===== src/rtl/core/sprd_pkg.sv =====
// Package for the serial PROM string deframer.
// Holds the phase and result kind codes and the structs shared by the core modules.
// No dependencies.
`timescale 1ns / 1ps

package sprd_pkg;

    localparam int unsigned PREAMBLE_W = 16;
    localparam int unsigned LENGTH_W   = 8;
    localparam int unsigned CFG_W      = 16;

    localparam logic [2:0] DONT_CARE_BITS = 3'd7;
    localparam logic [2:0] LAST_BIT       = 3'd7;
    localparam logic [7:0] STOP_BYTE      = 8'h00;

    localparam logic [PREAMBLE_W-1:0] PREAMBLE_RESET = 16'd1024;
    localparam logic [LENGTH_W-1:0]   LENGTH_RESET   = 8'd64;

    // configuration register indexes
    localparam logic REG_MAX_PREAMBLE = 1'b0;
    localparam logic REG_MAX_LENGTH   = 1'b1;

    // input command codes
    localparam logic CMD_BEGIN = 1'b0;
    localparam logic CMD_BIT   = 1'b1;

    typedef enum logic [1:0] {
        PH_IDLE,
        PH_PREAMBLE,
        PH_SKIP,
        PH_DATA
    } phase_t;

    typedef enum logic [1:0] {
        KIND_CHAR,
        KIND_STOP,
        KIND_NO_STOP,
        KIND_NO_START
    } kind_t;

    typedef struct packed {
        logic [PREAMBLE_W-1:0] preamble_limit;
        logic [LENGTH_W-1:0]   max_string_length;
    } limits_t;

    typedef struct packed {
        kind_t      kind;
        logic [7:0] byte_value;
        logic [7:0] byte_index;
        logic [7:0] char_count;
        logic       last;
    } result_t;

endpackage


===== src/rtl/core/sprd_step.sv =====
// Per-word deframing step: phase, preamble count, bit count, byte shifter, index.
// Depends on sprd_pkg for the phase and kind codes and the limit/result structs.
`timescale 1ns / 1ps

module sprd_step
    import sprd_pkg::*;
(
    input  logic    clk,
    input  logic    rst_n,
    input  logic    accept,
    input  logic    command,
    input  logic    data_bit,
    input  limits_t limits,
    output logic    res_valid,
    output result_t res,
    output phase_t  phase
);

    phase_t                phase_reg, phase_next;
    logic [PREAMBLE_W-1:0] preamble_count_reg, preamble_count_next;
    logic [2:0]            bit_count_reg, bit_count_next;
    logic [7:0]            shift_byte_reg, shift_byte_next;
    logic [7:0]            char_index_reg, char_index_next;

    logic [PREAMBLE_W-1:0] preamble_inc;
    logic [7:0]            shifted;
    logic                  at_limit;
    logic                  inc_at_limit;
    logic                  byte_full;
    logic                  length_hit;

    assign preamble_inc = preamble_count_reg + PREAMBLE_W'(1);
    assign shifted      = shift_byte_reg | (8'(data_bit) << bit_count_reg);
    assign at_limit     = preamble_count_reg >= limits.preamble_limit;
    assign inc_at_limit = preamble_inc >= limits.preamble_limit;
    assign byte_full    = bit_count_reg == LAST_BIT;
    assign length_hit   = char_index_reg == limits.max_string_length;

    always_ff @(posedge clk or negedge rst_n)
    begin
        if (!rst_n)
        begin
            phase_reg          <= PH_IDLE;
            preamble_count_reg <= '0;
            bit_count_reg      <= '0;
            shift_byte_reg     <= '0;
            char_index_reg     <= '0;
        end
        else if (accept)
        begin
            phase_reg          <= phase_next;
            preamble_count_reg <= preamble_count_next;
            bit_count_reg      <= bit_count_next;
            shift_byte_reg     <= shift_byte_next;
            char_index_reg     <= char_index_next;
        end
    end

    // next state
    always_comb
    begin
        phase_next          = phase_reg;
        preamble_count_next = preamble_count_reg;
        bit_count_next      = bit_count_reg;
        shift_byte_next     = shift_byte_reg;
        char_index_next     = char_index_reg;
        if (command == CMD_BEGIN)
        begin
            phase_next          = PH_PREAMBLE;
            preamble_count_next = '0;
            bit_count_next      = '0;
            shift_byte_next     = '0;
            char_index_next     = '0;
        end
        else
        begin
            unique case (phase_reg)
                PH_PREAMBLE:
                begin
                    priority if (at_limit)
                        phase_next = PH_IDLE;
                    else if (!data_bit)
                    begin
                        phase_next     = PH_SKIP;
                        bit_count_next = '0;
                    end
                    else
                    begin
                        preamble_count_next = preamble_inc;
                        if (inc_at_limit)
                            phase_next = PH_IDLE;
                    end
                end
                PH_SKIP:
                begin
                    bit_count_next = bit_count_reg + 3'd1;
                    if (bit_count_next == DONT_CARE_BITS)
                    begin
                        bit_count_next  = '0;
                        shift_byte_next = '0;
                        phase_next      = PH_DATA;
                    end
                end
                PH_DATA:
                begin
                    bit_count_next  = bit_count_reg + 3'd1;
                    shift_byte_next = shifted;
                    if (byte_full)
                    begin
                        shift_byte_next = '0;
                        priority if (length_hit || shifted == STOP_BYTE)
                            phase_next = PH_IDLE;
                        else
                            char_index_next = char_index_reg + 8'd1;
                    end
                end
                default:
                begin
                    phase_next = phase_reg;
                end
            endcase
        end
    end

    // result for this word
    always_comb
    begin
        res_valid      = 1'b0;
        res.kind       = KIND_CHAR;
        res.byte_value = '0;
        res.byte_index = '0;
        res.char_count = '0;
        res.last       = 1'b0;
        if (command == CMD_BIT)
        begin
            unique case (phase_reg)
                PH_PREAMBLE:
                begin
                    if (at_limit || (data_bit && inc_at_limit))
                    begin
                        res_valid = 1'b1;
                        res.kind  = KIND_NO_START;
                        res.last  = 1'b1;
                    end
                end
                PH_DATA:
                begin
                    if (byte_full)
                    begin
                        res_valid      = 1'b1;
                        res.byte_index = char_index_reg;
                        priority if (length_hit)
                        begin
                            res.kind       = KIND_NO_STOP;
                            res.char_count = char_index_reg;
                            res.last       = 1'b1;
                        end
                        else if (shifted == STOP_BYTE)
                        begin
                            res.kind       = KIND_STOP;
                            res.char_count = char_index_reg;
                            res.last       = 1'b1;
                        end
                        else
                            res.byte_value = shifted;
                    end
                end
                PH_IDLE, PH_SKIP:
                begin
                    res_valid = 1'b0;
                end
                default:
                begin
                    res_valid = 1'b0;
                end
            endcase
        end
    end

    assign phase = phase_reg;

endmodule


===== src/rtl/core/sprd_out_stage.sv =====
// Output register for deframer results, with the stall toward the input side.
// Depends on sprd_pkg for the result struct.
`timescale 1ns / 1ps

module sprd_out_stage
    import sprd_pkg::*;
(
    input  logic    clk,
    input  logic    rst_n,
    input  logic    load,
    input  result_t res_in,
    input  logic    out_stall,
    output logic    room,
    output logic    out_valid,
    output result_t res_out
);

    logic    valid_reg, valid_next;
    result_t res_reg;

    // a held word that is being taken frees the slot in the same cycle
    assign room = !valid_reg || !out_stall;

    always_comb
    begin
        valid_next = valid_reg;
        if (load)
            valid_next = 1'b1;
        else if (valid_reg && !out_stall)
            valid_next = 1'b0;
    end

    always_ff @(posedge clk or negedge rst_n)
    begin
        if (!rst_n)
            valid_reg <= 1'b0;
        else
            valid_reg <= valid_next;
    end

    always_ff @(posedge clk)
    begin
        if (load)
            res_reg <= res_in;
    end

    assign out_valid = valid_reg;
    assign res_out   = res_reg;

endmodule


===== src/rtl/core/serial_prom_string_deframer_core.sv =====
// Serial PROM string deframer, top level: limit registers, step logic, output register.
// Depends on sprd_pkg, sprd_step and sprd_out_stage.
//
// Usage:
//   Input channel (in_valid/in_stall, command, data_bit): a command of 0 starts a
//   read, a command of 1 carries one sampled PROM data bit. Preamble ones are
//   skipped up to the preamble limit, the start bit is followed by 7 ignored bits,
//   then bytes are built LSB first and streamed out one result word per byte.
//   Output channel (out_valid/out_stall, kind, byte_value, byte_index,
//   char_count, last): at most one word per input word, last set on the word that
//   ends the read.
//   Throughput is one input word per cycle while in_stall is low; a result is on the
//   output in the cycle after its input word is taken, via the single output register.
//   While the output holds a word and out_stall is high, in_stall is raised; a
//   held word that is taken frees the register in the same cycle.
//   Reset clears the read state to idle, empties the output register and loads
//   a preamble limit of 1024 and max_string_length = 64. The user must write limits
//   via wr_en/wr_index/wr_data only while the block is idle; the block has no check.
`timescale 1ns / 1ps

module serial_prom_string_deframer_core
    import sprd_pkg::*;
(
    input  logic             clk,
    input  logic             rst_n,
    input  logic             wr_en,
    input  logic             wr_index,
    input  logic [CFG_W-1:0] wr_data,
    input  logic             in_valid,
    output logic             in_stall,
    input  logic             command,
    input  logic             data_bit,
    output logic             out_valid,
    input  logic             out_stall,
    output logic [1:0]       kind,
    output logic [7:0]       byte_value,
    output logic [7:0]       byte_index,
    output logic [7:0]       char_count,
    output logic             last
);

    limits_t limits_reg;
    logic    room;
    logic    in_accept;
    logic    res_valid;
    result_t step_res;
    result_t out_res;
    phase_t  phase;

    always_ff @(posedge clk or negedge rst_n)
    begin
        if (!rst_n)
        begin
            limits_reg.preamble_limit    <= PREAMBLE_RESET;
            limits_reg.max_string_length <= LENGTH_RESET;
        end
        else if (wr_en)
        begin
            unique case (wr_index)
                REG_MAX_PREAMBLE: limits_reg.preamble_limit <= wr_data[PREAMBLE_W-1:0];
                REG_MAX_LENGTH:   limits_reg.max_string_length <= wr_data[LENGTH_W-1:0];
                default:          limits_reg <= limits_reg;
            endcase
        end
    end

    assign in_stall  = !room;
    assign in_accept = in_valid && room;

    sprd_step u_step (
        .clk       (clk),
        .rst_n     (rst_n),
        .accept    (in_accept),
        .command   (command),
        .data_bit  (data_bit),
        .limits    (limits_reg),
        .res_valid (res_valid),
        .res       (step_res),
        .phase     (phase)
    );

    sprd_out_stage u_out (
        .clk       (clk),
        .rst_n     (rst_n),
        .load      (in_accept && res_valid),
        .res_in    (step_res),
        .out_stall (out_stall),
        .room      (room),
        .out_valid (out_valid),
        .res_out   (out_res)
    );

    assign kind       = out_res.kind;
    assign byte_value = out_res.byte_value;
    assign byte_index = out_res.byte_index;
    assign char_count = out_res.char_count;
    assign last       = out_res.last;

    a_stall_only_when_full: assert property (@(posedge clk) disable iff (!rst_n)
        in_stall |-> (out_valid && out_stall))
        else $error("input stalled with a free output register");

    a_last_matches_kind: assert property (@(posedge clk) disable iff (!rst_n)
        out_valid |-> (last == (out_res.kind != KIND_CHAR)))
        else $error("last flag does not match result kind");

    a_end_goes_idle: assert property (@(posedge clk) disable iff (!rst_n)
        (in_accept && res_valid && step_res.last) |=> (phase == PH_IDLE))
        else $error("read not idle after its final word");

    a_no_start_fields: assert property (@(posedge clk) disable iff (!rst_n)
        (out_valid && out_res.kind == KIND_NO_START) |->
            (out_res.byte_index == 8'd0 && out_res.char_count == 8'd0))
        else $error("no-start word carries index or count");

    a_word_from_active_read: assert property (@(posedge clk) disable iff (!rst_n)
        (in_accept && res_valid) |-> (phase == PH_PREAMBLE || phase == PH_DATA))
        else $error("result produced outside preamble or data phase");

endmodule


===== config.mk =====
export PLATFORM = sky130hd
export DESIGN_NAME = serial_prom_string_deframer_core
export DESIGN_NICKNAME = d
export VERILOG_FILES = /design/src/rtl/core/sprd_pkg.sv /design/src/rtl/core/sprd_step.sv /design/src/rtl/core/sprd_out_stage.sv /design/src/rtl/core/serial_prom_string_deframer_core.sv
export SDC_FILE = /design/constraint.sdc
export NUM_CORES = 1
export LEC_CHECK = 0
export BUFFER_PORTS_ARGS = -buffer_cell sky130_fd_sc_hd__buf_2
export CORE_AREA = 2 2 112 93
export CTS_BUF_LIST = sky130_fd_sc_hd__clkbuf_16
export DETAILED_ROUTE_END_ITERATION = 8
export DIE_AREA = 0 0 114 95
export GPL_TIMING_DRIVEN = 0
export PLACE_DENSITY = 0.8
export SYNTH_ARGS = -nofsm -noshare
export SYNTH_HDL_FRONTEND = slang
export SYNTH_SLANG_ARGS = --single-unit

===== constraint.sdc =====
create_clock -name clk -period 4.7 [get_ports clk]
set_input_delay 0.94 -clock clk [delete_from_list [all_inputs] [get_ports clk]]
set_output_delay 0.94 -clock clk [all_outputs]
set_load 0.005 [all_outputs]

* After elaboration in Yosys (flattened, before gate mapping)
Cells that the tools add are included.
Storage, ports and cells: bits of input ports 24, word-level logic and storage cells 108, bits in registers 89, output and inout port bits 29
Operators by class: equal/unequal tests 20, reductions and logical operators 23, muxes and demuxes 41, add/sub/neg operators 3, bitwise logic cells 5, shift-type cells 1, $lt $le $gt $ge 2
Operator list (count):
- $mux 8 | 9
- $mux 16 | 4
- $ge 16x16->1 | 2
- $mux 27 | 1
- $mux 2 | 9
- $mux 9 | 2
- $add 16x1->16 const B | 1
- $pmux 8 s2 | 1
- $mux 3 | 4
- $reduce_and 4->1 | 3
- $ne 3x2->1 const B | 3
- $pmux 3 s3 | 1
- $add 8x1->8 const B | 1
- $eq 8x8->1 | 1
- $logic_not 8->1 | 1
- $ne 2x1->1 const B | 4
- $or 8x8->8 | 1
- $shl 1x3->8 | 1
- $eq 3x3->1 const B | 2
- $mux 1 | 6
- $ne 3x3->1 const B | 2
- $pmux 2 s3 | 1
- $reduce_and 3->1 | 2
- $reduce_and 6->1 | 1
- other kinds (19) | 32

* Depth between registers and ports, before layout
Gate-level depths: netlist of the first run.
depth in word-level cells 9, gate-level depth with buffers 14, depth with buffers taken out 13

* By module
Synthesis of the first run repeated with hierarchy kept, for this count alone.
Second synthesis, totals: cells, all modules 502, area, all modules 5129.9 sq um
Modules (own cells, without submodules):
- sprd_step | times used 1, area an instance 3319.4 sq um, cells an instance 417, sequential area each 925.9 sq um
- serial_prom_string_deframer_core | times used 1, area an instance 963.4 sq um, cells an instance 55, sequential area each 603.1 sq um
- sprd_out_stage | times used 1, area an instance 847.1 sq um, cells an instance 30, sequential area each 835.8 sq um

* Least setup slack after synthesis of the first run
Ideal clock, no wire load.
path type register to register, start point reg u_step.preamble_count_reg[0], end point reg u_out.res_reg (netlist bit u_out.res_out[0]), enable pin, arrival time 3.952 ns, library setup time 0.420 ns, data required time 4.280 ns, slack 0.327 ns, stages on the path, launching flop included 15, clock period less this slack 4.373 ns, path buffers 1, cell sequence dfrtp_1 -> ha_1 -> nand3_1 -> or2_1 -> clkbuf_1 -> nor2_1 -> nand3_1 -> xnor2_1 -> ha_1 -> nand4_1 -> nor2_1 -> nor4b_1 -> nor4_1 -> o22a_1 -> a21oi_1
On the way: word-level cells in the longest chain between the ends 8, elaborated cells between the ends (all ways) 9, those cells by class 1 x add/sub; 2 x order compare; 3 x mux; 3 x reduce/logical
RTL lines:
- start: declaration | line sprd_step.sv:20 | logic [PREAMBLE_W-1:0] preamble_count_reg, preamble_count_next;
- start signal: assignment | line sprd_step.sv:52 | preamble_count_reg <= preamble_count_next;
- $add 16x1->16 | line sprd_step.sv:32 | assign preamble_inc = preamble_count_reg + PREAMBLE_W'(1);
- $ge 16x16->1 | line sprd_step.sv:35 | assign inc_at_limit = preamble_inc >= limits.preamble_limit;
- $logic_and 1x1->1 | line sprd_step.sv:139 | if (at_limit || (data_bit && inc_at_limit))
- $logic_or 1x1->1 (*) | line sprd_step.sv:139
- $mux 1 (*) | line sprd_step.sv:139
- $pmux 1 s3 (*) | line sprd_step.sv:136 | unique case (phase_reg)
- $mux 1 (*) | line sprd_step.sv:134 | if (command == CMD_BIT)
- $logic_and 1x1->1 (*) | line serial_prom_string_deframer_core.sv:85 | .load (in_accept && res_valid),
- via u_out.load | line sprd_out_stage.sv:10 | input logic load,
- end signal: assignment | line sprd_out_stage.sv:44 | res_reg <= res_in;
- end: declaration | line sprd_out_stage.sv:19 | result_t res_reg;
The timed path passes the listed nets; every way through them passes the cells marked *. A chain may end at the register's enable or synchronous reset.

* Worst setup path in the final report of the first run
start point reg u_step.preamble_count_reg[0], end point reg u_out.res_reg (netlist bit u_out.res_out[12]), enable pin
Same word-level chain as after synthesis.

==> impl_summary.txt, run 1 <==
----------------------------------------------------
[Setup path]
  Worst setup path category ... flop to flop
  Worst-path fanout max ... 15
  Critical path data required time ... 4.76 ns
  Arrival time worst endpoint ... roughly 4.4 ns
  Nature of the critical path startpoint ... flop
  Type of element capturing the critical path ... flop
  R2R depth ... 15

[Logic synthesis]
  Number of nets in the synthesized netlist ... 549
  Proportion of netlist area held by the largest area contributor ... between 20 and 30%
  Dominant cell type by area after synthesis ... sky130_fd_sc_hd__dfrtp_1
  Count of synthesis-stage warnings from yosys ... 0
  Synth Cell Area ... around 5000 sq um
  Synth area leaders ... sky130_fd_sc_hd__dfrtp_1 30%, sky130_fd_sc_hd__edfxtp_1 16%, sky130_fd_sc_hd__ha_1 9.2%
  Number of enable-type register cells in the synthesized netlist ... 27
  Most used DFF post-synth ... sky130_fd_sc_hd__dfrtp_1
  #FFs+latches synth ... 89
  Async S/R FF share, synth ... between 60 and 70%
  Sequential cell area fraction in the yosys report ... 47.07%
  Number of instances in the synthesized netlist ... a little under 500
  Number of library cell types mapped by synthesis ... 60
  Most used standard cells in the synthesized netlist ... 60 x sky130_fd_sc_hd__dfrtp_1, 47 x sky130_fd_sc_hd__nand2_1, 46 x sky130_fd_sc_hd__nor2_1
  Mean Syn Cell Area ... slightly above 10 sq um
  Count leader, synth ... sky130_fd_sc_hd__dfrtp_1

[Floorplan]
  Starting density of the core ... 51.12%
  Die span in y ... ~95 microns
  Width of the die ... approximately 110 microns
  Standard-cell row count ... 33
  Die footprint ... approximately 11000 sq um
  Io pins ... between 50 and 60
  Core footprint ... 9827 sq um

[STA]
  Min Tclk post-route ... between 4 and 5 ns
  Minimum setup slack in the final design ... 0.3817 ns
  Tightest slew margin relative to the limit ... between 40 and 50%
  Worst-Margin Slew ... between 0.7 and 0.8 ns
  Period utilisation layout ... roughly nine tenths
  Worst clock skew ... between 0.008 and 0.009 ns
  Achievable frequency ... between 200 and 250 MHz
  Final setup violating endpoints ... 0
  RSZ-0062 raised after global routing ... no
  Number of slew-limit violations in the final report ... 0
  Sum of negative setup slack ... 0 ns
  Number of hold-slack violations in the final timing report ... 0

[Pwr]
  Overall power of the completed layout ... 1.921 mW
  Internal cell power ... ~1.3 mW
  Leak pwr ... 2.576 nW
  Net switching power ... between 0.5 and 0.6 mW
  PwrDens ... between 300 and 400 nW/um^2
  Seq pwr share ... 45.3%
  Max IR drop VDD ... roughly 0.17 mV
  Switching part of the total power ... a little under a third
  Fraction of power consumed by the clock network ... between 30% and 40%
  Combinational cell fraction of total power ... between 10% and 20%

[Flow run]
  Max-cap violation count ... 0

[CTS]
  Library cell used as clock root buffer ... sky130_fd_sc_hd__clkbuf_16
  Clock insertion delay at the later pin of the skew report ... roughly 0.35 ns
  Number of buffers inserted by post-CTS setup repair ... 0
  Clock tree from TritonCTS ... yes
  Count of hold buffers inserted by post-cts repair ... 0
  Clk sinks ... between 80 and 90
  Clock Tree Buf Depth ... 2
  Clk pin slew, worst setup/hold paths ... 0.07 ns
  Clock H-tree levels ... 3
  TritonCTS Buffers ... 9

[Global routing]
  GRT Util Overall ... between 20% and 30%
  Global-route wire length before repair ... roughly 18000 microns
  Maximum number of pins on one net before global-route repair ... 63
  Antenna violations before repair ... 0
  Grt total ovfl ... 0
  Met1 Use GR ... 27.28%
  Via count of the first global-routing pass ... approximately 3600
  Routing usage on met3 ... around 4%
  Global routing met2 resource utilization ... 35.02%
  Global route hottest layer ... met2

[Status]
  Outcome ... finished clean

[Detailed routing]
  Drt drc ... 0
  Antenna viol nets, final ... 0
  Vias after detailed routing ... between 3000 and 4000
  Post-detailed-routing wire length ... approximately 11000 microns
  Number of DRC markers in iteration 0 ... roughly 340
  Pre-Repair DR Iteration Count ... 5
  Via density ... 5.615
  Avg WL per Cell ... roughly 16 microns

[Worst hold path]
  Hold Path Cell Cnt ... 2
  Hold Path Class ... flop to flop

[Placed design]
  Post-detailed-placement half-perimeter wirelength ... roughly 7800 microns
  Post-placement worst setup slack ... 0.3263 ns
  Count of buffers inserted at the top-level ports ... a little over 50
  Final weighted congestion in routability-driven placement ... 0.8598

[Finish]
  Number of diodes ... 0
  Filler instances ... approximately 830
  Layout overhead on the synthesized area ... 14.65%
  Total Nets Final ... 612
  Number of flip-flops in the largest register ... 27
  Share of post-route cells with drive strength above 1 ... between 10% and 20%

----------------------------------------------------
==> cell usage in the layout (no fill, tap or decap), drive strengths merged, types with 2 or more instances in the layout <==
cell type,synthesis,final
clkbuf,11,20
a21oi,30,30
clkinvlp,0,2
a221o,9,9
a22o,8,8
and2,11,11
nor2b,7,7
nand4,6,6
edfxtp,27,27
a2111oi,2,2
dfstp,2,2
xnor2,24,24
o31ai,3,3
buf,9,61
and3,9,9
nor2,48,48
xor2,3,3
mux2,13,13
nand3,14,14
o211ai,3,3
nor3,13,13
o21a,5,5
a31oi,6,6
ha,37,37
nor4,5,5
nor4b,2,2
a211o,2,2
o41ai,2,2
nand2,47,47
o21ai,29,29
dfrtp,60,60
clkinv,0,2
nand2b,3,3
inv,26,29
==> worst max-delay path, stage by stage (launching register included) <==
cell and delay [ns]:
sky130_fd_sc_hd__dfrtp_1 0.43, sky130_fd_sc_hd__ha_1 0.25, sky130_fd_sc_hd__nand3_1 0.16, sky130_fd_sc_hd__or2_1 0.26, sky130_fd_sc_hd__clkbuf_1 0.17, sky130_fd_sc_hd__nor2_1 0.18
sky130_fd_sc_hd__nand3_1 0.14, sky130_fd_sc_hd__xnor2_1 0.19, sky130_fd_sc_hd__ha_1 0.37, sky130_fd_sc_hd__nand4_1 0.15, sky130_fd_sc_hd__nor2_1 0.20, sky130_fd_sc_hd__nor4b_1 0.39
sky130_fd_sc_hd__nor4_1 0.15, sky130_fd_sc_hd__o22a_1 0.30, sky130_fd_sc_hd__a21oi_4 0.44, sky130_fd_sc_hd__buf_8 0.22
==> per-layer routing <==
metal | share of wire, % | up-vias | routed length, microns
li1 | - | 1875 | -
met1 | 46 | 1783 | 4850
met2 | 47 | 133 | 5004
met3 | 5.3 | 16 | 564
met4 | 2.0 | 0 | 213
met5 | 0 | - | 0
==> power by group through the flow <==
stage / combinational, mW / clock (mW) / sequential [mW]
after global placement: 0.319 / 0 / 0.884
after floorplan: 0.248 / 0 / 0.878
final: 0.337 / 0.713 / 0.871
after CTS: 0.336 / 0.723 / 0.871
after global routing: 0.379 / 0.755 / 0.875
after detailed placement: 0.334 / 0 / 0.887
==> cell families after synthesis <==
logic type	after synthesis	share of synthesized area, %
buffers and inverters	46	4.234
AND/OR/NAND/NOR	170	17.26
multiplexers	13	2.914
adder cells (fa/ha/maj)	37	9.215
flip-flops	89	47.07
AO/OA/AOI/OAI	106	14.60
XOR/XNOR	27	4.707
==> per-stage QoR <==
stage	utilization [%]	hold WS, ns	cells	cell area [sq um]
3_5_place_dp	55.46	0.5164	662	5450
4_1_cts	58.51	0.5333	678	5749
2_1_floorplan	-	0.4848	488	5024
3_3_place_gp	55.27	0.5116	661	5431
5_1_grt	58.61	0.5623	678	5759
6_report	58.61	0.5359	678	5759
==> cell type report <==
cell class,count,area (sq um),area share [%]
flip-flops and latches,89,2365,41.06
clock inverters,7,73.82,1.282
inverters,26,97.59,1.695
clock buffers,9,225.2,3.910
multi-input cells,353,2457,42.67
plain buffers,20,115.1,1.999
well taps,122,152.6,2.650
repair buffers,52,272.8,4.736
==> final timing paths <==
kind                                                           from                                   end  slack (ns)
max                        u_step.preamble_count_reg[0]$_DFFE_PN0P_       u_out.res_out[12]$_SDFFCE_PN0P_        0.38
min                            u_step.shift_byte_reg[3]$_DFFE_PN0P_  u_step.shift_byte_reg[3]$_DFFE_PN0P_        0.54
max reg2reg                u_step.preamble_count_reg[0]$_DFFE_PN0P_       u_out.res_out[12]$_SDFFCE_PN0P_        0.38
min reg2reg                    u_step.shift_byte_reg[3]$_DFFE_PN0P_  u_step.shift_byte_reg[3]$_DFFE_PN0P_        0.54
max in group asynchronous                                     rst_n            limits_reg[14]$_DFFE_PN0P_        3.51
min in group asynchronous                                     rst_n            limits_reg[17]$_DFFE_PN0P_        0.67
==> timing repair <==
item	in CTS	in global routing
gates resized for setup	0	1
endpoints found under the hold margin	0	0
setup endpoints to repair	0	15
Note: power is estimated with default switching activity, not from simulation.
==> run 2, diff against run 1 <==
Settings changed: CORE_AREA 2 2 112 93 to 2 2 108 89, DIE_AREA 0 0 114 95 to 0 0 110 91, PLACE_DENSITY 0.8 to 0.82, RECOVER_POWER from default to 100, SLEW_MARGIN from default to 20.
Clock period 4.7 ns to 4.72 ns, I/O delays scaled along.
==> run 2 against run 1 <==
The run now ends with max-capacitance violations, max-slew violations left. Sequential power fell by 0.5%. Non-clock buffer count fell by 1. Sequential share of layout area rose by 1.1 points. Core utilization rose by 4.5 points. Global-route usage rose by 2.1 points. Setup slack improved by 0.076 ns. Clock power fell by 4.2%. Critical path depth fell by 1. Combinational power fell by 8.9%. Die area fell by 7.6%. Cell count fell by 1.2%. Final area fell by 2.7%. Largest power group unchanged.
==> impl_summary.txt, run 2 (synthesis gave the netlist of run 1 again) <==
----------------------------------------------------
[Floorplan]
  Width of the die ... 110 microns (-3.5%)
  Io pins ... 53 (unchanged)
  Starting density of the core ... 56.56% (+5.4 points)
  Standard-cell row count ... 31 (-6.1%)
  Die span in y ... 91 microns (-4.2%)
  Die footprint ... 10010 sq um (-7.6%)
  Core footprint ... 8882 sq um (-9.6%)

[Setup path]
  Type of element capturing the critical path ... flop
  Internal reg-to-reg setup slack ... 0.46 ns (+0.08 ns)
  Critical register-to-register path endpoint ... u_out.res_out[21]$_SDFFCE_PP0P_
  Worst setup path category ... flop to flop
  Critical path data required time ... 4.69 ns (-0.07 ns)
  Reg-to-reg critical path startpoint ... u_step.preamble_count_reg[1]$_DFFE_PN0P_
  R2R depth ... 14 (-1)
  Nature of the critical path startpoint ... flop
  Worst-path fanout max ... 27 (+12)
  Arrival time worst endpoint ... 4.23 ns (-0.14 ns)

[Detailed routing]
  Met1 wire length ... 4630 microns (-4.5%)
  Drt drc ... 0 (unchanged)
  Met2 routed wirelength ... 5220 microns (+4.3%)
  Via density ... 5.713 (+1.8%)
  Post-detailed-routing wire length ... 10590 microns (-0.39%)
  Antenna viol nets, final ... 0 (unchanged)
  Met3 routed wirelength ... 570 microns (+1.1%)
  Avg WL per Cell ... 15.81 microns (+0.79%)
  Number of DRC markers in iteration 0 ... 215 (-38%)
  Top routing layer used ... met4
  Vias after detailed routing ... 3828 (+0.55%)
  Pre-Repair DR Iteration Count ... 4 (-1)

[CTS]
  TritonCTS Buffers ... 9 (unchanged)
  Count of hold buffers inserted by post-cts repair ... 0 (unchanged)
  Clock insertion delay at the later pin of the skew report ... 0.34 ns (about the same)
  Clock tree from TritonCTS ... yes
  CTS resizes ... 0 (unchanged)
  Clk pin slew, worst setup/hold paths ... 0.07 ns (about the same)
  Clk sinks ... 89 (unchanged)
  Clock Tree Buf Depth ... 2 (unchanged)
  Clock H-tree levels ... 3 (unchanged)
  Number of buffers inserted by post-CTS setup repair ... 0 (unchanged)
  Library cell used as clock root buffer ... sky130_fd_sc_hd__clkbuf_16

[Pwr]
  PwrDens ... 331.4 nW/um^2 (-0.64%)
  Max IR drop VDD ... 0.1828 mV (+7.3%)
  Leak pwr ... 2.436 nW (-5.4%)
  Overall power of the completed layout ... 1.857 mW (-3.3%)

[STA]
  Sum of negative setup slack ... 0 ns (unchanged)
  Min Tclk post-route ... 4.263 ns (-0.05567 ns)
  Final setup violating endpoints ... 0 (unchanged)
  Tightest slew margin relative to the limit ... -122.9% (-170 points)
  Worst clock skew ... 0.005146 ns (-0.003446 ns)
  Worst-Margin Slew ... 3.344 ns (+2.556 ns)
  Number of slew-limit violations in the final report ... 63 (+63)
  Achievable frequency ... 234.6 MHz (+1.3%)
  Minimum setup slack in the final design ... 0.4574 ns (+0.07567 ns)
  RSZ-0062 raised after global routing ... no
  Number of hold-slack violations in the final timing report ... 0 (unchanged)
  Period utilisation layout ... 90.31% (-1.6 points)

[Status]
  Violated checks ... max-capacitance violations, max-slew violations
  Outcome ... finished with violations

[Worst hold path]
  Worst hold path startpoint ... limits_reg[7]$_DFFE_PN0P_
  Hold Path Cell Cnt ... 1 (-1)
  Hold Path Class ... flop to flop
  Hold-critical path endpoint ... limits_reg[7]$_DFFE_PN0P_

[Finish]
  Share of post-route cells with drive strength above 1 ... 11.71% (-6.6 points)
  Fraction of the core area covered by cells at the end of the flow ... 63.08% (+4.5 points)
  Layout overhead on the synthesized area ... 11.53%
  Number of flip-flops in the largest register ... 27 (unchanged)
  Commonest cells after routing, fill and taps aside ... 60 x sky130_fd_sc_hd__dfrtp_1, 47 x sky130_fd_sc_hd__nand2_1, 46 x sky130_fd_sc_hd__nor2_1
  Filler instances ... 699 (-16%)
  Total Nets Final ... 611 (-0.16%)
  Most common library cell in the layout ignoring fill and taps ... sky130_fd_sc_hd__dfrtp_1
  Number of diodes ... 0 (unchanged)

[Global routing]
  Global-route wire length before repair ... 17770 microns (+0.47%)
  GRT Util Overall ... 22.86% (+2.1 points)
  Antenna violations before repair ... 0 (unchanged)
  Maximum number of pins on one net before global-route repair ... 63 (unchanged)
  Grt total ovfl ... 0 (unchanged)
  Via count of the first global-routing pass ... 3792 (+4.2%)

[Flow run]
  Max-cap violation count ... 1 (+1)

[Placed design]
  Final weighted congestion in routability-driven placement ... 0.9049 (+5.2%)
  Post-placement worst setup slack ... 0.4449 ns (+0.1186 ns)
  Post-detailed-placement half-perimeter wirelength ... 7795 microns (+0.52%)
  Count of buffers inserted at the top-level ports ... 51 (unchanged)

----------------------------------------------------
run 2: cell count changes in the layout (fill, tap and decap cells not counted), moves of 5 or more:
| cell | previous run | this run |
|---|---|---|
| sky130_fd_sc_hd__clkbuf_1 | 11 | 41 |
| sky130_fd_sc_hd__and2_1 | 11 | 2 |
| sky130_fd_sc_hd__and2_0 | 0 | 9 |
| sky130_fd_sc_hd__inv_6 | 0 | 5 |
| sky130_fd_sc_hd__buf_2 | 55 | 28 |
run 2: critical path, stage by stage, from the launching register on:
cell	delay [ns]
sky130_fd_sc_hd__dfrtp_1	0.43
sky130_fd_sc_hd__ha_1	0.25
sky130_fd_sc_hd__nand3_1	0.21
sky130_fd_sc_hd__or2_1	0.28
sky130_fd_sc_hd__clkbuf_1	0.17
sky130_fd_sc_hd__nor2_1	0.20
sky130_fd_sc_hd__nand3_1	0.12
sky130_fd_sc_hd__xnor2_1	0.16
sky130_fd_sc_hd__ha_1	0.32
sky130_fd_sc_hd__nand4_1	0.13
sky130_fd_sc_hd__nor2_1	0.18
sky130_fd_sc_hd__nor4b_1	0.31
sky130_fd_sc_hd__nor4_1	0.14
sky130_fd_sc_hd__o22a_1	0.30
sky130_fd_sc_hd__a21oi_4	0.69
run 2: metrics by stage:
stage	hold slack, ns	instances	instance area [sq um]
3_3_place_gp	0.5070	654	5423
2_1_floorplan	0.4848	488	5024
3_5_place_dp	0.5182	654	5436
4_1_cts	0.5326	670	5718
6_report	0.5316	670	5603
5_1_grt	0.5567	670	5603
run 2: how the worst max path moves through the flow:
stage / startpoint / to / slack, ns / depth (start not counted)
floorplan: u_step.preamble_count_reg[0]$_DFFE_PN0P_ / u_out.res_out[0]$_SDFFCE_PN0P_ / 0.35 / 14
global placement: u_step.preamble_count_reg[1]$_DFFE_PN0P_ / u_out.res_out[1]$_SDFFCE_PN0P_ / -0.59 / 14
detailed placement: u_step.preamble_count_reg[1]$_DFFE_PN0P_ / u_out.res_out[1]$_SDFFCE_PN0P_ / 0.44 / 14
CTS: u_step.preamble_count_reg[1]$_DFFE_PN0P_ / u_out.res_out[15]$_SDFFCE_PN0P_ / 0.44 / 14
global route: u_step.preamble_count_reg[1]$_DFFE_PN0P_ / u_out.res_out[25]$_SDFFCE_PN0P_ / 0.09 / 14
finish: u_step.preamble_count_reg[1]$_DFFE_PN0P_ / u_out.res_out[21]$_SDFFCE_PP0P_ / 0.46 / 14
run 2: metal layers:
metal,GRT usage (%),vias up
met4,8.017,0
met2,37.42,108
met3,5.528,15
li1,-,1877
met5,0,-
met1,29.39,1828
run 2: power by group:
group | switching (mW) | total, mW | internal, mW
sequential | 0.0290 | 0.867 | 0.838
clock | 0.317 | 0.683 | 0.365
combinational | 0.197 | 0.307 | 0.110
run 2: layout make-up:
cell class,count,area (sq um),share of cell area (%)
Sequential cell,89,2365,42.21
Buffer,20,98.84,1.764
Timing Repair Buffer,51,221.5,3.953
Tap cell,115,143.9,2.568
Multi-Input combinational cell,353,2395,42.74
Clock inverter,7,56.30,1.005
Inverter,26,97.59,1.742
Clock buffer,9,225.2,4.020
==> run 3, diff against run 2 <==
--- a/config.mk
+++ b/config.mk
@@ -14,4 +14,5 @@
 export PLACE_DENSITY = 0.82
 export RECOVER_POWER = 100
+export REMOVE_ABC_BUFFERS = 1
 export SLEW_MARGIN = 20
 export SYNTH_ARGS = -nofsm -noshare
==> constraint.sdc (replaced) <==
create_clock -name clk -period 4.72 [get_ports clk]
set_input_delay 0.944 -clock clk [delete_from_list [all_inputs] [get_ports clk]]
set_output_delay 0.944 -clock clk [all_outputs]
set_load 0.1 [all_outputs]
==> run 3 against run 2 <==
The run still ends with max-capacitance violations, max-slew violations left. Routed wire length down 3.4%. Highest routed layer unchanged. Critical path type unchanged. Non-clock buffer count decreased by 18. Sequential share of layout area grew 0.68 points. Setup slack is essentially flat. Via count shrank 0.42%.
==> impl_summary.txt, run 3 (synthesis gave the netlist of run 1 again) <==
----------------------------------------------------
[Worst hold path]
  Hold-critical path endpoint ... u_step.shift_byte_reg[2]$_DFFE_PN0P_
  Worst hold path startpoint ... u_step.shift_byte_reg[2]$_DFFE_PN0P_
  Hold Path Cell Cnt ... 2 (+1)
  Hold Path Class ... flop to flop

[STA]
  Final setup violating endpoints ... 0 (unchanged)
  Minimum setup slack in the final design ... 0.4573 ns (-0.00003800 ns)
  Tightest slew margin relative to the limit ... -122.1% (+0.81 points)
  Achievable frequency ... 234.6 MHz (about the same)
  Period utilisation layout ... 90.31% (about the same)
  Worst-Margin Slew ... 3.332 ns (-0.01210 ns)
  Number of slew-limit violations in the final report ... 63 (unchanged)
  Worst clock skew ... 0.005345 ns (+0.0001999 ns)
  RSZ-0062 raised after global routing ... no
  Hold WS ... 0.5331 ns (+0.001526 ns)
  Number of hold-slack violations in the final timing report ... 0 (unchanged)
  Min Tclk post-route ... 4.263 ns (+0.00003800 ns)

[Setup path]
  Critical path data required time ... 4.69 ns (about the same)
  Startpoint of the worst setup timing path ... u_step.preamble_count_reg[1]$_DFFE_PN0P_
  Critical register-to-register path endpoint ... u_out.res_out[7]$_SDFFCE_PN0P_
  Family with the most delay on the worst path ... simple AND/OR/NAND/NOR gates
  Nature of the critical path startpoint ... flop
  Worst-path fanout max ... 27 (unchanged)
  Reg-to-reg critical path startpoint ... u_step.preamble_count_reg[1]$_DFFE_PN0P_
  Arrival time worst endpoint ... 4.23 ns (about the same)
  Slowest Stage Delay on Critical Path ... 0.67 ns (-0.02 ns)
  Highest-delay cell along the critical path ... sky130_fd_sc_hd__a21oi_4
  Type of element capturing the critical path ... flop
  Internal reg-to-reg setup slack ... 0.46 ns (about the same)
  Worst setup path category ... flop to flop
  Cell chain of the critical path ... ha_1 > nand3_1 > or2_0 > nor2_1 > nand3_1 > xnor2_1 > ha_1 > nand4_1 > nor2_1 > nor4b_1 > nor4_1 > o22a_1 > a21oi_4
  Number of buffers and inverters on the critical path ... 0 (-1)
  R2R depth ... 13 (-1)

[Global routing]
  Global-route wire length before repair ... 16930 microns (-4.7%)
  Antenna violations before repair ... 0 (unchanged)
  GRT Util Overall ... 21.65% (-1.2 points)
  Maximum number of pins on one net before global-route repair ... 63 (unchanged)
  Grt total ovfl ... 0 (unchanged)
  Via count of the first global-routing pass ... 3656 (-3.6%)

[Detailed routing]
  Drt drc ... 0 (unchanged)
  Vias after detailed routing ... 3812 (-0.42%)
  Post-detailed-routing wire length ... 10240 microns (-3.4%)
  Number of DRC markers in iteration 0 ... 181 (-16%)
  Via density ... 5.847 (+2.3%)
  Antenna viol nets, final ... 0 (unchanged)
  Avg WL per Cell ... 15.70 microns (-0.68%)
  Pre-Repair DR Iteration Count ... 5 (+1)

[Floorplan]
  Io pins ... 53 (unchanged)
  Die footprint ... 10010 sq um (unchanged)
  Starting density of the core ... 56.56% (unchanged)
  Standard-cell row count ... 31 (unchanged)
  Width of the die ... 110 microns (unchanged)
  Core footprint ... 8882 sq um (unchanged)
  Die span in y ... 91 microns (unchanged)

[CTS]
  Clock Tree Buf Depth ... 2 (unchanged)
  Number of buffers inserted by post-CTS setup repair ... 0 (unchanged)
  Count of hold buffers inserted by post-cts repair ... 0 (unchanged)
  Clock H-tree levels ... 3 (unchanged)
  Clk sinks ... 89 (unchanged)
  Clk pin slew, worst setup/hold paths ... 0.07 ns (about the same)
  Library cell used as clock root buffer ... sky130_fd_sc_hd__clkbuf_16
  CTS resizes ... 0 (unchanged)
  TritonCTS Buffers ... 9 (unchanged)
  Clock tree from TritonCTS ... yes
  Clock insertion delay at the later pin of the skew report ... 0.34 ns (about the same)

[Finish]
  Commonest cells after routing, fill and taps aside ... 60 x sky130_fd_sc_hd__dfrtp_1, 47 x sky130_fd_sc_hd__nand2_1, 46 x sky130_fd_sc_hd__nor2_1
  Total Nets Final ... 593 (-2.9%)
  Footprint of the multi-input gates ... 2399 sq um (+0.16%)
  Number of diodes ... 0 (unchanged)
  Filler instances ... 732 (+4.7%)
  Most common library cell in the layout ignoring fill and taps ... sky130_fd_sc_hd__dfrtp_1
  Layout overhead on the synthesized area ... 9.763%
  Number of flip-flops in the largest register ... 27 (unchanged)
  Total area of sequential cells ... 2365 sq um (unchanged)
  Share of post-route cells with drive strength above 1 ... 9.870% (-1.8 points)

[Pwr]
  PwrDens ... 335.1 nW/um^2 (+1.1%)
  Max IR drop VDD ... 0.1607 mV (-12%)
  Leak pwr ... 2.368 nW (-2.8%)

[Placed design]
  Post-detailed-placement half-perimeter wirelength ... 7330 microns (-6.0%)
  Post-placement worst setup slack ... 0.6162 ns (+0.1712 ns)
  Final weighted congestion in routability-driven placement ... 0.8426 (-6.9%)
  Count of buffers inserted at the top-level ports ... 52 (+2.0%)

[Status]
  Outcome ... finished with violations
  Violated checks ... max-capacitance violations, max-slew violations

[Flow run]
  Max-cap violation count ... 1 (unchanged)

----------------------------------------------------
==> run 3: cell count changes in the layout (fill, tap and decap cells not counted), moves of 2 or more <==
cell / before / now
sky130_fd_sc_hd__buf_2: 28 / 19
sky130_fd_sc_hd__inv_6: 5 / 2
sky130_fd_sc_hd__o21ai_1: 2 / 4
sky130_fd_sc_hd__and2_1: 2 / 5
sky130_fd_sc_hd__o21ai_0: 27 / 25
sky130_fd_sc_hd__clkbuf_1: 41 / 34
sky130_fd_sc_hd__and2_0: 9 / 6
sky130_fd_sc_hd__inv_8: 0 / 2
==> run 3: stage by stage <==
step                      util, %  total power [mW]  area, sq um  TNS [ns]  cells
after floorplan                 -             1.103         4908         0    468
after global placement      59.81             1.179         5313    -10.97    635
after detailed placement    60.12             1.197         5340         0    636
after CTS                   63.35             1.883         5627         0    652
after global routing        62.08             1.944         5514         0    652
final                       62.08             1.848         5514         0    652
==> run 3: layer usage <==
layer  global-route usage, %  routed length, microns
met4                   7.278                     260
met3                   5.528                     614
met2                   35.94                    5023
met1                   27.34                    4338
met5                       0                       0
==> run 3: cell type report <==
type | instances | share of cell area (%)
multi-input cells | 353 | 43.50
flip-flops and latches | 89 | 42.89
clock buffers | 9 | 4.084
repair buffers | 53 | 4.039
well taps | 115 | 2.609
inverters | 26 | 1.770
clock inverters | 7 | 1.112
==> run 3: how the worst max path moves through the flow <==
stage                                            to  slack, ns  depth (start not counted)
floorplan            u_out.res_out[0]$_SDFFCE_PN0P_       0.41                         13
global placement     u_out.res_out[1]$_SDFFCE_PN0P_      -0.41                         13
detailed placement   u_out.res_out[5]$_SDFFCE_PN0P_       0.62                         11
CTS                  u_out.res_out[7]$_SDFFCE_PN0P_       0.55                         13
global route        u_out.res_out[18]$_SDFFCE_PP0P_       0.10                         13
finish               u_out.res_out[7]$_SDFFCE_PN0P_       0.46                         13
==> run 3: worst reg2reg max path: stages, from the launching register on <==
cell                      delay [ns]
sky130_fd_sc_hd__dfrtp_1        0.42
sky130_fd_sc_hd__ha_1           0.26
sky130_fd_sc_hd__nand3_1        0.17
sky130_fd_sc_hd__or2_0          0.39
sky130_fd_sc_hd__nor2_1         0.22
sky130_fd_sc_hd__nand3_1        0.12
sky130_fd_sc_hd__xnor2_1        0.16
sky130_fd_sc_hd__ha_1           0.33
sky130_fd_sc_hd__nand4_1        0.14
sky130_fd_sc_hd__nor2_1         0.20
sky130_fd_sc_hd__nor4b_1        0.36
sky130_fd_sc_hd__nor4_1         0.14
sky130_fd_sc_hd__o22a_1         0.30
sky130_fd_sc_hd__a21oi_4        0.68
==> run 3: report_power, final <==
group | total [mW] | internal [mW] | leakage [nW] | switching [mW]
Sequential | 0.882 | 0.838 | 1.08 | 0.0432
Combinational | 0.285 | 0.101 | 1.14 | 0.184
Clock | 0.681 | 0.368 | 0.140 | 0.314
Total | 1.85 | 1.31 | 2.37 | 0.541
